### config.mk
export PLATFORM = sky130hd
export DESIGN_NAME = salsa_ctrl
export DESIGN_NICKNAME = d
export VERILOG_FILES = /design/src/hdl/salsa_pkg.sv /design/src/hdl/salsa_ctrl.sv
export SDC_FILE = /design/constraint.sdc
export NUM_CORES = 1
export LEC_CHECK = 0
export BUFFER_PORTS_ARGS = -buffer_cell sky130_fd_sc_hd__buf_2
export CORE_MARGIN = 2
export CORE_UTILIZATION = 51
export CTS_CLUSTER_SIZE = 20
export DETAILED_ROUTE_END_ITERATION = 7
export PLACE_DENSITY = 0.76
export SKIP_CTS_REPAIR_TIMING = 1
export SLEW_MARGIN = 30
export SYNTH_ARGS = -nofsm -noshare
export SYNTH_HDL_FRONTEND = slang
export SYNTH_SLANG_ARGS = --single-unit
### constraint.sdc
create_clock -name clk -period 1.6 [get_ports clk]
set_input_delay 0.16 -clock clk [delete_from_list [all_inputs] [get_ports clk]]
set_output_delay 0.16 -clock clk [all_outputs]
set_load 0.01 [all_outputs]
### src/hdl/salsa_pkg.sv
// Shared types and constants for the Salsa20 stream cipher block.
// Used by salsa_ctrl, salsa_datapath and the top level; no dependencies.
`timescale 1ns / 1ps

package salsa_pkg;

  localparam int unsigned DATA_W = 8;
  localparam int unsigned POS_W  = 32;
  localparam int unsigned KEY_W  = 64;
  localparam int unsigned IDX_W  = 3;
  localparam int unsigned BLK_W  = 26;

  // Configuration register indexes
  localparam logic [IDX_W-1:0] CFG_KEY0  = 3'd0;
  localparam logic [IDX_W-1:0] CFG_KEY1  = 3'd1;
  localparam logic [IDX_W-1:0] CFG_KEY2  = 3'd2;
  localparam logic [IDX_W-1:0] CFG_KEY3  = 3'd3;
  localparam logic [IDX_W-1:0] CFG_NONCE = 3'd4;
  localparam logic [IDX_W-1:0] CFG_MODE  = 3'd5;

  // "expand 32-byte k" / "expand 16-byte k"
  localparam logic [31:0] SIG0       = 32'h6170_7865;
  localparam logic [31:0] SIG1_LONG  = 32'h3320_646e;
  localparam logic [31:0] SIG2_LONG  = 32'h7962_2d32;
  localparam logic [31:0] SIG1_SHORT = 32'h3120_646e;
  localparam logic [31:0] SIG2_SHORT = 32'h7962_2d36;
  localparam logic [31:0] SIG3       = 32'h6b20_6574;

  // Quarter-round word indexes: [0 column/1 row round][lane][a,b,c,d]
  localparam logic [3:0] QIDX [2][4][4] = '{
    '{ '{4'd0,  4'd4,  4'd8,  4'd12},
       '{4'd5,  4'd9,  4'd13, 4'd1},
       '{4'd10, 4'd14, 4'd2,  4'd6},
       '{4'd15, 4'd3,  4'd7,  4'd11} },
    '{ '{4'd0,  4'd1,  4'd2,  4'd3},
       '{4'd5,  4'd6,  4'd7,  4'd4},
       '{4'd10, 4'd11, 4'd8,  4'd9},
       '{4'd15, 4'd12, 4'd13, 4'd14} }
  };

  // Rotate amount of each quarter-round step
  localparam logic [4:0] ROT [4] = '{5'd7, 5'd9, 5'd13, 5'd18};

  typedef struct packed {
    logic       capture;   // latch the accepted request
    logic       hit_out;   // emit the accepted request from the cached block
    logic       load;      // load the working state from the input words
    logic       round;     // apply one quarter-round step on all four lanes
    logic [1:0] step;
    logic       row;       // 0: column round, 1: row round
    logic       finish;    // add the input words back, mark block cached
    logic       miss_out;  // emit the latched request from the new block
  } salsa_cmd_t;

  typedef struct packed {
    logic hit;
    logic out_free;
  } salsa_status_t;

  function automatic logic [31:0] rotl32(logic [31:0] v, logic [4:0] s);
    return (v << s) | (v >> (6'd32 - {1'b0, s}));
  endfunction

endpackage

### src/hdl/salsa_ctrl.sv
// Sequencer for the Salsa20 block: accepts requests, runs the round schedule
// on a cache miss and issues commands to salsa_datapath. Uses salsa_pkg.
`timescale 1ns / 1ps

module salsa_ctrl #(
  parameter int unsigned DOUBLE_ROUNDS = 10
) (
  input  logic                    clk,
  input  logic                    rst,
  input  logic                    s_tvalid,
  output logic                    s_tready,
  input  salsa_pkg::salsa_status_t status,
  output salsa_pkg::salsa_cmd_t    cmd
);

  localparam int unsigned DR_W = $clog2(DOUBLE_ROUNDS + 1);
  localparam logic [DR_W-1:0] DR_LAST = DR_W'(DOUBLE_ROUNDS - 1);

  typedef enum logic [4:0] {
    ST_IDLE  = 5'b00001,
    ST_LOAD  = 5'b00010,
    ST_ROUND = 5'b00100,
    ST_FINAL = 5'b01000,
    ST_EMIT  = 5'b10000
  } state_t;

  state_t          state;
  state_t          state_next;
  logic [1:0]      step;
  logic            row;
  logic [DR_W-1:0] dround;
  logic            last_step;

  assign last_step = (step == 2'd3) && row && (dround == DR_LAST);

  always_comb begin
    state_next   = state;
    s_tready     = 1'b0;
    cmd          = '0;
    cmd.step     = step;
    cmd.row      = row;
    case (state)
      ST_IDLE: begin
        s_tready = status.out_free;
        if (s_tvalid && status.out_free) begin
          cmd.capture = 1'b1;
          if (status.hit) begin
            cmd.hit_out = 1'b1;
          end else begin
            state_next = ST_LOAD;
          end
        end
      end
      ST_LOAD: begin
        cmd.load   = 1'b1;
        state_next = ST_ROUND;
      end
      ST_ROUND: begin
        cmd.round = 1'b1;
        if (last_step) begin
          state_next = ST_FINAL;
        end
      end
      ST_FINAL: begin
        cmd.finish = 1'b1;
        state_next = ST_EMIT;
      end
      ST_EMIT: begin
        if (status.out_free) begin
          cmd.miss_out = 1'b1;
          state_next   = ST_IDLE;
        end
      end
      default: begin
        state_next = ST_IDLE;
      end
    endcase
  end

  always_ff @(posedge clk) begin
    if (rst) begin
      state  <= ST_IDLE;
      step   <= '0;
      row    <= 1'b0;
      dround <= '0;
    end else begin
      state <= state_next;
      if (cmd.load) begin
        step   <= '0;
        row    <= 1'b0;
        dround <= '0;
      end else if (cmd.round) begin
        // advance step, then half round, then double round
        step <= step + 2'd1;
        if (step == 2'd3) begin
          row <= ~row;
          if (row) begin
            dround <= dround + DR_W'(1);
          end
        end
      end
    end
  end

  a_final_to_emit: assert property (@(posedge clk) disable iff (rst)
    state == ST_FINAL |=> state == ST_EMIT)
    else $error("finish not followed by emit");

  a_load_starts_round: assert property (@(posedge clk) disable iff (rst)
    cmd.load |=> cmd.round && step == 2'd0 && !row && dround == '0)
    else $error("round schedule did not restart after load");

  a_one_output: assert property (@(posedge clk) disable iff (rst)
    !(cmd.hit_out && cmd.miss_out))
    else $error("two output writes in one cycle");

  a_ready_idle: assert property (@(posedge clk) disable iff (rst)
    s_tready |-> state == ST_IDLE && status.out_free)
    else $error("ready outside idle");

endmodule

* After elaboration in Yosys (flattened, before gate mapping) *
Index checks and enable logic that the tools add are counted.

storage, ports and cells
  memories kept = 0
  RAM bits = 0
  input bits = 5
  latch bits = 0
  bits in read-only memories = 0
  bits in registers = 12
  logic and storage cells = 39
  output and inout port bits = 10

operators by class
  add/subtract/negate cells = 2
  eq/ne operators = 11
  shift-type cells = 0
  $mul = 0
  bitwise logic cells = 1
  divide/modulo/power cells = 0
  $lt $le $gt $ge = 0
  reductions and logical operators = 7
  muxes and demuxes = 14

operators by type and width
  cell                                                                    number
  5-bit case mux with 5 select lines                                      1
  5-bit two-way mux                                                       4
  2-bit != test (second input constant)                                   4
  1-bit two-way mux                                                       7
  5-bit by 1-bit equality test with 1-bit output (second input constant)  1
  5-bit by 2-bit equality test with 1-bit output (second input constant)  1
  5-bit by 3-bit equality test with 1-bit output (second input constant)  1
  5-bit by 4-bit equality test with 1-bit output (second input constant)  1
  5-bit equality test (second input constant)                             1
  4-bit by 1-bit adder with 4-bit output (second input constant)          1
  4-bit equality test (second input constant)                             1
  2-bit two-way mux                                                       2
  4-bit AND reduction                                                     1
  1-bit logical AND                                                       3
  3-bit AND reduction                                                     1
  2-bit by 1-bit adder with 2-bit output (second input constant)          1
  2-bit equality test (second input constant)                             1
  2-bit AND reduction                                                     1
  2-bit OR reduction                                                      1
  1-bit NOT                                                               1

* Depth between registers and ports, before layout *
Gate-level depths: netlist (run 1).

  depth after elaboration = 5
  depth in mapped cells = 6
  depth with buffers taken out = 6

* Worst setup path after synthesis (run 1) *
No wires, ideal clock.

  kind = register to register
  start point = reg step[0]
  end point = reg dround[1]
  data arrival time = 1,308 ps
  period minus slack after synthesis = 1,373 ps
  library setup time = 65 ps
  path slack = 227 ps
  buffers on the path = 0
  data required time = 1,535 ps
  cell stages (with the launch flop) = 6
  cell sequence = dfxtp_1 > ha_1 > and4bb_1 > nand3_2 > mux2_1 > nor2_1

between the ends
  cells in the longest elaborated chain, start to end = 2

ends and longest elaborated chain
  what                           RTL line          RTL
  from (decl)                    salsa_ctrl.sv:29  logic [1:0] step;
  from (signal assigned)         salsa_ctrl.sv:94  step <= step + 2'd1;
  2-bit equality test            salsa_ctrl.sv:95  if (step == 2'd3) begin
  3-bit AND reduction (no line)  n/a
  to (signal assigned)           salsa_ctrl.sv:98  dround <= dround + DR_W'(1);
  to (decl)                      salsa_ctrl.sv:31  logic [DR_W-1:0] dround;

No other way between the ends.
A chain may end at the register's enable or synchronous reset.

==> results of run 1 <==
metal layers:
metal  track usage (%)  wire [µm]  up-vias
li1                  -          -      316
met1              26.0        603      281
met2              31.3        650       15
met3              10.0         87        2
met4              4.17         12        0
met5                 0          0        -
cells in the mapped netlist, types with 2 or more instances:
cell type | instances | share of area [%]
and3_1 | 4 | 3.7
dfxtp_1 | 12 | 35
and2_1 | 2 | 1.8
nand2b_1 | 2 | 1.8
nand3_1 | 3 | 2.2
nand4_1 | 4 | 3.7
buf_4 | 3 | 3.3
nor2_1 | 14 | 7.7
o21ai_0 | 4 | 2.9
nand2_1 | 4 | 2.2
a21oi_1 | 3 | 2.2
inv_1 | 5 | 2.7
ha_1 | 3 | 5.5
nor3_1 | 4 | 2.9
xor2_1 | 5 | 6.4
sequential cells by signal (all words and copies together), names as in the netlist:
name and flops:
step 2, row 1, dround 4, state 5
stage by stage:
step	instance area, µm²	setup TNS, ns	util, %
after global placement	749	0	59.1
after global routing	802	-0.000437	63.2
after CTS	786	0	61.9
after detailed placement	749	0	59.1
after floorplan	683	0	-
final	802	0	63.2
worst max-delay path, delay by kind of cell (launching register included):
family,cells,cell delay (ns)
flip-flops,1,0.36
buffers and inverters,3,0.44
AND/OR/NAND/NOR,2,0.27
report_power, final:
| group | total [W] | switching, W | internal (W) |
|---|---|---|---|
| clock | 0.000236 | 0.0000980 | 0.000138 |
| combinational | 0.0000485 | 0.0000263 | 0.0000221 |
| sequential | 0.000308 | 0.00000676 | 0.000301 |
layout make-up:
type	count	area share, %
multi-input cells	62	49.5
inverters	5	2.34
clock buffers	4	4.52
flip-flops and latches	12	30.7
repair buffers	16	10.6
well taps	15	2.34
worst paths after layout:
path / from / to / depth (start not counted)
setup reg to reg: step[0] / dround[1] / 5
hold reg to reg: step[1] / step[1] / 2
setup / recovery: state[4] / cmd[5] / 5
hold / removal: status[1] / state[1] / 2
logic make-up after synthesis:
kind of cell,after synthesis,synth area share (%)
adder cells (fa/ha/maj),3,5.50
AO/OA/AOI/OAI,9,7.33
buffers and inverters,10,8.24
XOR/XNOR,6,7.69
flip-flops,12,35.2
multiplexers,2,3.30
AND/OR/NAND/NOR,42,32.8
==> summary.md, run 1 <==
| Metric | Value |
|---|---|
| Outcome | complete, no violations |
| Final WS setup | 0.0991 ns |
| Remaining DRCs | 0 |
| Critical path arrival | 1.34 ns |
| Fin crit period | 1.50 ns |
| Overflow after GRT | 0 |
| DR WL/cell | 11.9 µm |
| Initial DRC count | 20 |
| Final Max Slew Viols | 0 |
| Detailed Place HPWL | 988 µm |
| Die Area | 1650 µm² |
| Worst EP required | 1.44 ns |
| Total Routing Usage GR | 20.5% |
| Vias in the first global route | 504 |
| Placed Cells | 110 |
| CTS tree | yes |
| Yosys cell types | 27 |
| Tcrit/Tclk final | 93.8% |
| Final ANT Viol Nets | 0 |
| Multi-input logic area | 397 µm² |
| Total CTS buffers | 3 |
| Detailed Routing Iterations Pass 1 | 4 |
| Fillers | 104 |
| Initial antenna violation count | 0 |
| Least-Margin Pin Slew | 0.286 ns |
| Row Count | 13 |
| Post-route insts no fill | 114 |
| Largest net degree at the start of global routing | 11 |
| WL final | 1.35 mm |
| Synth warn | 0 |
| Via count | 614 |
| Primary FF master, synth | dfxtp_1 |
| Die width | 40.6 µm |
| Antenna cells | 0 |
| PD cells | 739 nW/µm² |
| Htree depth | 1 |
| Max-Cap Viols | 0 |
| Clock Root Buffer | clkbuf_4 |
| Syn avg cell area | 8.13 µm² |
| Dpl ws | 0.216 ns |
| Layout cells sized above 1 | 30.3% |
| Core area | 1270 µm² |
| Maximum clock path buffer count | 2 |
| Register bit total from synthesis | 12 |
| Pwr Total | 0.000593 W |
| Initial Util | 53.8% |
| Critical Setup Path Class | reg2out |
| Clock transition at the registers of the reported paths | 0.08 ns |
| Final setup fails | 0 |
| Synth Net Count | 92 |
| Reg-to-reg slack, setup | 0.21 ns |
| Async S/R FF share, synth | 0% |
| Critical path peak fanout | 7 |
| DIE HEIGHT | 40.6 µm |
| Hold_ws | 0.0526 ns |
| Register cell area after layout | 246 µm² |
| First-pass GRT wire length | 2.17 mm |
| Worst IR Drop VDD | 0.000579 V |
| Slowest CP cell | dfxtp_2 |
| Area added between synthesis and finish | 17.4% |
| Port bufs | 14 |
| Number of nets in the layout | 108 |
| Vias per cell | 5.39 |
| Clock sink total | 12 |
| Critical path endpoint category | output port |
| Latest clock arrival within the worst-skew pair | 0.27 ns |
| Min-delay worst type | in2reg |
| EDFF count, synth | 0 |
| Fmax | 666 MHz |
| IO Pins | 15 |
| Worst slew margin | 81.0% |
| Cell leakage power | 0.394 nW |
| Setup Skew | 0.00514 ns |
| Max incr delay on CP | 0.36 ns |
| Netlist Area Pre-Place | 683 µm² |
| Mapped Cells | 84 |
| Commonest cells after routing, fill and taps aside | nor2_1, buf_2, dfxtp_1 |
| RD Place Congestion | 0.795 |
| Hold Violations, Final | 0 |
| Sequential share of the synthesized area | 35.2% |
| Worst Setup Start Kind | flip-flop |
| Worst path cell trace | nor2_2, buf_4, nand3_1, inv_1, buf_2 |
Note: power is estimated with default switching activity, not from simulation.
==> run 2, diff against run 1 <==
--- a/config.mk
+++ b/config.mk
@@ -10,6 +10,7 @@
 export CORE_UTILIZATION = 51
 export CTS_CLUSTER_SIZE = 20
 export DETAILED_ROUTE_END_ITERATION = 7
+export GPL_TIMING_DRIVEN = 0
 export PLACE_DENSITY = 0.76
 export SKIP_CTS_REPAIR_TIMING = 1
 export SLEW_MARGIN = 30
==> summary.md, run 2 (synthesis gave the netlist of run 1 again) <==
| Metric | Value |
|---|---|
| Outcome | complete, no violations |
| Initial Util | 53.8% (unchanged) |
| RSZ-0062 raised after global routing | true |
| Worst Hold Path Cells | 2 (unchanged) |
| Worst Setup Start Kind | flip-flop |
| Worst slew margin | 80.7% (-0.26 points) |
| Biggest register | state |
| Vias per cell | 5.34 (-0.93%) |
| Fmax | 649 MHz (-2.6%) |
| Critical path arrival | 1.38 ns (+0.04 ns) |
| DIE HEIGHT | 40.6 µm (unchanged) |
| Placed Cells | 113 (+2.7%) |
| PD cells | 722 nW/µm² (-2.3%) |
| Die Area | 1650 µm² (unchanged) |
| Critical path peak fanout | 7 (unchanged) |
| Post-route insts no fill | 119 (+4.4%) |
| Commonest non-fill, non-tap cell in the layout | buf_2 |
| Register cell area after layout | 240 µm² (-2.5%) |
| Min-delay worst type | in2reg |
| Max incr delay on CP | 0.39 ns (+0.03 ns) |
| Vias in the first global route | 539 (+6.9%) |
| Family with the most delay on the worst path | simple AND/OR/NAND/NOR gates |
| Final setup fails | 0 (unchanged) |
| Worst r2r src | step[0] |
| Maximum clock path buffer count | 2 (unchanged) |
| Slowest CP cell | dfxtp_1 |
| Antenna cells | 0 (unchanged) |
| Clock transition at the registers of the reported paths | 0.08 ns (about the same) |
| Initial antenna violation count | 0 (unchanged) |
| Remaining DRCs | 0 (unchanged) |
| Worst path cell trace | nor2_4, and3_4, nand3_1, nor2_1, buf_2 |
| Total CTS buffers | 3 (unchanged) |
| Clock sink total | 12 (unchanged) |
| Reg-to-reg slack, setup | 0.20 ns (about the same) |
| Layout cells sized above 1 | 30.8% (+0.47 points) |
| Hold Violations, Final | 0 (unchanged) |
| Max-Cap Viols | 0 (unchanged) |
| Multi-input logic area | 404 µm² (+1.9%) |
| CTS tree | yes |
| Detailed Place HPWL | 998 µm (+0.98%) |
| Final Max Slew Viols | 0 (unchanged) |
| Hold path startpoint | status[1] |
| Worst Hold End | state[1] |
| IO Pins | 15 (unchanged) |
| Tcrit/Tclk final | 96.3% (+2.5 points) |
| Commonest cells after routing, fill and taps aside | buf_2, nor2_1, dfxtp_1 |
| Area added between synthesis and finish | 23.3% |
| DR WL/cell | 11.4 µm (-4.2%) |
| Fin crit period | 1.54 ns (+0.0403 ns) |
| Crit path depth | 5 (unchanged) |
| Die width | 40.6 µm (unchanged) |
| Buf+Inv Stages, Crit Path | 1 (-2) |
| Largest registers | state (5), dround (4), step (2) |
| Least-Margin Pin Slew | 0.289 ns (+0.00351 ns) |
| R2R depth | 5 (unchanged) |
| Via count | 635 (+3.4%) |
| First-pass GRT wire length | 2.17 mm (unchanged) |
| Latest clock arrival within the worst-skew pair | 0.28 ns (about the same) |
| Terminus of the critical flop-to-flop path | dround[1] |
| Overflow after GRT | 0 (unchanged) |
| WL final | 1.35 mm (unchanged) |
| Total Routing Usage GR | 21.0% (+0.50 points) |
| Port bufs | 14 (unchanged) |
| Clock Root Buffer | clkbuf_4 |
| Fillers | 122 (+17%) |
| Row Count | 13 (unchanged) |
| Final ANT Viol Nets | 0 (unchanged) |
| Critical path endpoint category | output port |
| RD Place Congestion | 0.790 (-0.64%) |
| Worst EP required | 1.44 ns (about the same) |
| Core area | 1270 µm² (unchanged) |
| Cell leakage power | 0.420 nW (+6.5%) |
| Setup Skew | 0.00498 ns (-0.000164 ns) |
| Pwr Total | 0.000608 W (+2.6%) |
| Htree depth | 1 (unchanged) |
| Initial DRC count | 15 (-25%) |
| Number of nets in the layout | 113 (+4.6%) |
| Worst IR Drop VDD | 0.000447 V (-23%) |
| Critical Setup Path Class | reg2out |
| Detailed Routing Iterations Pass 1 | 4 (unchanged) |
| Largest net degree at the start of global routing | 11 (unchanged) |
| Max reg flops | 5 (unchanged) |
## run 2: worst register-to-register path: stages (launching register included)
cell and delay [ns]:
dfxtp_1 0.37, ha_1 0.20, and4bb_1 0.27, nand3_2 0.11, mux2_1 0.32, nor2_1 0.08
## run 2: layout make-up
class | count | area share (%)
inverter | 5 | 2.23
sequential | 12 | 28.5
buffer | 5 | 4.61
multi-input combinational | 62 | 48.0
clock buffer | 4 | 4.31
tap | 15 | 2.23
timing repair buffer | 16 | 10.1
## run 2: report_power, final
part | leakage (nW) | internal [W] | switching, W
clock | 0.0210 | 0.000139 | 0.000108
combinational | 0.302 | 0.0000262 | 0.0000321
sequential | 0.0969 | 0.000301 | 0.00000248
## run 2: per-stage QoR
| stage | setup WS, ns | hold WS [ns] | utilization [%] | cell area (µm²) | setup TNS, ns |
|---|---|---|---|---|---|
| 2_1_floorplan | 0.227 | 0.237 | - | 683 | 0 |
| 3_3_place_gp | 0.199 | 0.342 | 60.8 | 772 | 0 |
| 3_5_place_dp | 0.188 | 0.347 | 60.8 | 772 | 0 |
| 4_1_cts | -0.122 | 0.0487 | 63.7 | 808 | -0.280 |
| 5_1_grt | -0.0359 | 0.0701 | 66.4 | 842 | -0.0359 |
| 6_report | 0.0588 | 0.0488 | 66.4 | 842 | 0 |
## run 2: worst max path at each step
stage / slack, ns / start / to
2_1_floorplan: 0.23 / step[0] / dround[1]
4_1_cts: -0.12 / state[1] / cmd[7]
5_1_grt: -0.04 / state[3] / cmd[7]
3_3_place_gp: 0.20 / step[0] / dround[1]
3_5_place_dp: 0.19 / state[1] / cmd[7]
6_report: 0.06 / state[4] / cmd[7]
## run 2: per-layer routing
layer / track usage [%] / wire (µm)
met1: 22.1 / 579
met2: 34.5 / 663
met3: 7.22 / 71
met4: 15.0 / 38
met5: 0 / 0
==> run 3, diff against run 2 <==
--- a/config.mk
+++ b/config.mk
@@ -6,7 +6,6 @@
 export NUM_CORES = 1
 export LEC_CHECK = 0
 export BUFFER_PORTS_ARGS = -buffer_cell sky130_fd_sc_hd__buf_2
-export CORE_MARGIN = 2
 export CORE_UTILIZATION = 51
 export CTS_CLUSTER_SIZE = 20
 export DETAILED_ROUTE_END_ITERATION = 7
==> summary.md, run 3 (synthesis gave the netlist of run 1 again) <==
| Metric | Value |
|---|---|
| Outcome | complete, no violations |
| CTS tree | yes |
| Hold Violations, Final | 0 (unchanged) |
| DIE HEIGHT | 38.6 µm (-4.9%) |
| Die width | 38.6 µm (-4.9%) |
| Reg-to-reg slack, setup | 0.20 ns (about the same) |
| Clock sink total | 12 (unchanged) |
| Worst slew margin | 81.5% (+0.77 points) |
| Via count | 625 (-1.6%) |
| Latest clock arrival within the worst-skew pair | 0.26 ns (-0.02 ns) |
| Remaining DRCs | 0 (unchanged) |
| Placed cell area | 771 µm² (-0.16%) |
| Hold path startpoint | status[1] |
| Total CTS buffers | 3 (unchanged) |
| R2R depth | 5 (unchanged) |
| DR WL/cell | 11.8 µm (+3.8%) |
| Largest net degree at the start of global routing | 11 (unchanged) |
| Detailed Routing Iterations Pass 1 | 4 (unchanged) |
| Overflow after GRT | 0 (unchanged) |
| Fillers | 97 (-20%) |
| Number of nets in the layout | 114 (+0.88%) |
| Maximum clock path buffer count | 2 (unchanged) |
| Die Area | 1490 µm² (-9.6%) |
| Initial Util | 58.3% (+4.5 points) |
| Max reg flops | 5 (unchanged) |
| Initial antenna violation count | 0 (unchanged) |
| Fmax | 673 MHz (+3.7%) |
| Cell leakage power | 0.420 nW (about the same) |
| Critical path endpoint category | output port |
| Terminus of the critical flop-to-flop path | dround[1] |
| Final Max Slew Viols | 0 (unchanged) |
| Critical Setup Path Class | reg2out |
| RSZ-0062 raised after global routing | false |
| Placed Cells | 112 (-0.88%) |
| Worst r2r src | step[0] |
| Worst Setup Start Kind | flip-flop |
| Fin crit period | 1.49 ns (-0.0543 ns) |
| Biggest register | state |
| WL final | 1.39 mm (+2.9%) |
| Least-Margin Pin Slew | 0.278 ns (-0.0112 ns) |
| Vias per cell | 5.30 (-0.74%) |
| RD Place Congestion | 0.772 (-2.3%) |
| Critical path arrival | 1.33 ns (-0.05 ns) |
| Worst Hold Path Cells | 2 (unchanged) |
| Max-Cap Viols | 0 (unchanged) |
| Final setup fails | 0 (unchanged) |
| Largest registers | state (5), dround (4), step (2) |
| PD cells | 653 nW/µm² (-9.6%) |
| Register cell area after layout | 243 µm² (+1.0%) |
| Post-route insts no fill | 118 (-0.84%) |
| Core area | 1170 µm² (-7.7%) |
| Pwr Total | 0.000549 W (-9.8%) |
| Htree depth | 1 (unchanged) |
| First-pass GRT wire length | 2.23 mm (+2.9%) |
| Hold_ws | 0.0543 ns (+0.00553 ns) |
| Cell area after layout | 840 µm² (-0.30%) |
| Critical path peak fanout | 10 (+3) |
| Min-delay worst type | in2reg |
| Row Count | 12 (-1) |
| Commonest cells after routing, fill and taps aside | nor2_1, buf_2, dfxtp_1 |
| Detailed Place HPWL | 954 µm (-4.4%) |
| Tcrit/Tclk final | 92.9% (-3.4 points) |
| Final ANT Viol Nets | 0 (unchanged) |
| Vias in the first global route | 539 (unchanged) |
| Setup Skew | 0.00520 ns (+0.000224 ns) |
| Layout cells sized above 1 | 31.7% (+0.96 points) |
| Antenna cells | 0 (unchanged) |
| Worst IR Drop VDD | 0.000567 V (+27%) |
| Total Routing Usage GR | 21.6% (+0.56 points) |
| Initial DRC count | 17 (+2) |
| Port bufs | 14 (unchanged) |
| Area added between synthesis and finish | 22.9% |
| Clock Root Buffer | clkbuf_4 |
| Worst EP required | 1.44 ns (about the same) |
| IO Pins | 15 (unchanged) |
| Clock transition at the registers of the reported paths | 0.08 ns (about the same) |
| Multi-input logic area | 407 µm² (+0.62%) |
| Worst Hold End | state[1] |
-- run 3: changes by cell type in the layout (fill, tap and decap cells not counted) --
cell / previous run / this run
clkbuf_2: 0 / 1
buf_2: 15 / 14
buf_4: 5 / 6
nand3_1: 3 / 2
inv_1: 4 / 5
nand3_2: 1 / 2
nor2_2: 1 / 0
clkbuf_8: 1 / 0
dfxtp_1: 12 / 10
nor2_1: 13 / 14
inv_2: 1 / 0
dfxtp_2: 0 / 2
-- run 3: routing by layer --
metal / vias up / GRT usage [%] / routed length (µm)
met5: - / 0 / 0
met4: 0 / 8.62 / 11
met3: 2 / 5.78 / 73
met2: 19 / 31.3 / 639
met1: 277 / 30.0 / 669
li1: 327 / - / -
-- run 3: cell type report --
| class | instances | share of cell area [%] |
|---|---|---|
| repair buffers | 17 | 11.0 |
| plain buffers | 5 | 4.62 |
| inverters | 5 | 2.24 |
| multi-input cells | 62 | 48.4 |
| flip-flops and latches | 12 | 28.9 |
| well taps | 14 | 2.09 |
| clock buffers | 3 | 2.68 |
-- run 3: worst max-delay path by stage --
stage                  start   endpoint  cells past startpoint
global placement    state[1]     cmd[7]                      5
detailed placement   step[0]  dround[1]                      5
global route        state[3]     cmd[5]                      5
CTS                 state[1]     cmd[7]                      5
floorplan            step[0]  dround[1]                      5
finish              state[3]     cmd[5]                      5
-- run 3: metrics by stage --
stage               setup slack [ns]  setup TNS (ns)  utilization, %
floorplan                      0.227               0               -
global placement               0.216               0            65.8
detailed placement             0.187               0            65.8
CTS                           -0.109          -0.207            67.7
global route                  0.0149               0            71.7
finish                         0.113               0            71.7
-- run 3: power breakdown --
group	switching (W)	internal [W]
Sequential	0.00000259	0.000301
Combinational	0.0000336	0.0000275
Clock	0.0000971	0.0000868
Total	0.000133	0.000415
-- run 3: worst max-delay path, stage by stage, from the launching register on --
cell	delay (ns)
dfxtp_1	0.30
buf_4	0.16
nor2_1	0.16
nand3_1	0.15
inv_1	0.15
buf_2	0.15
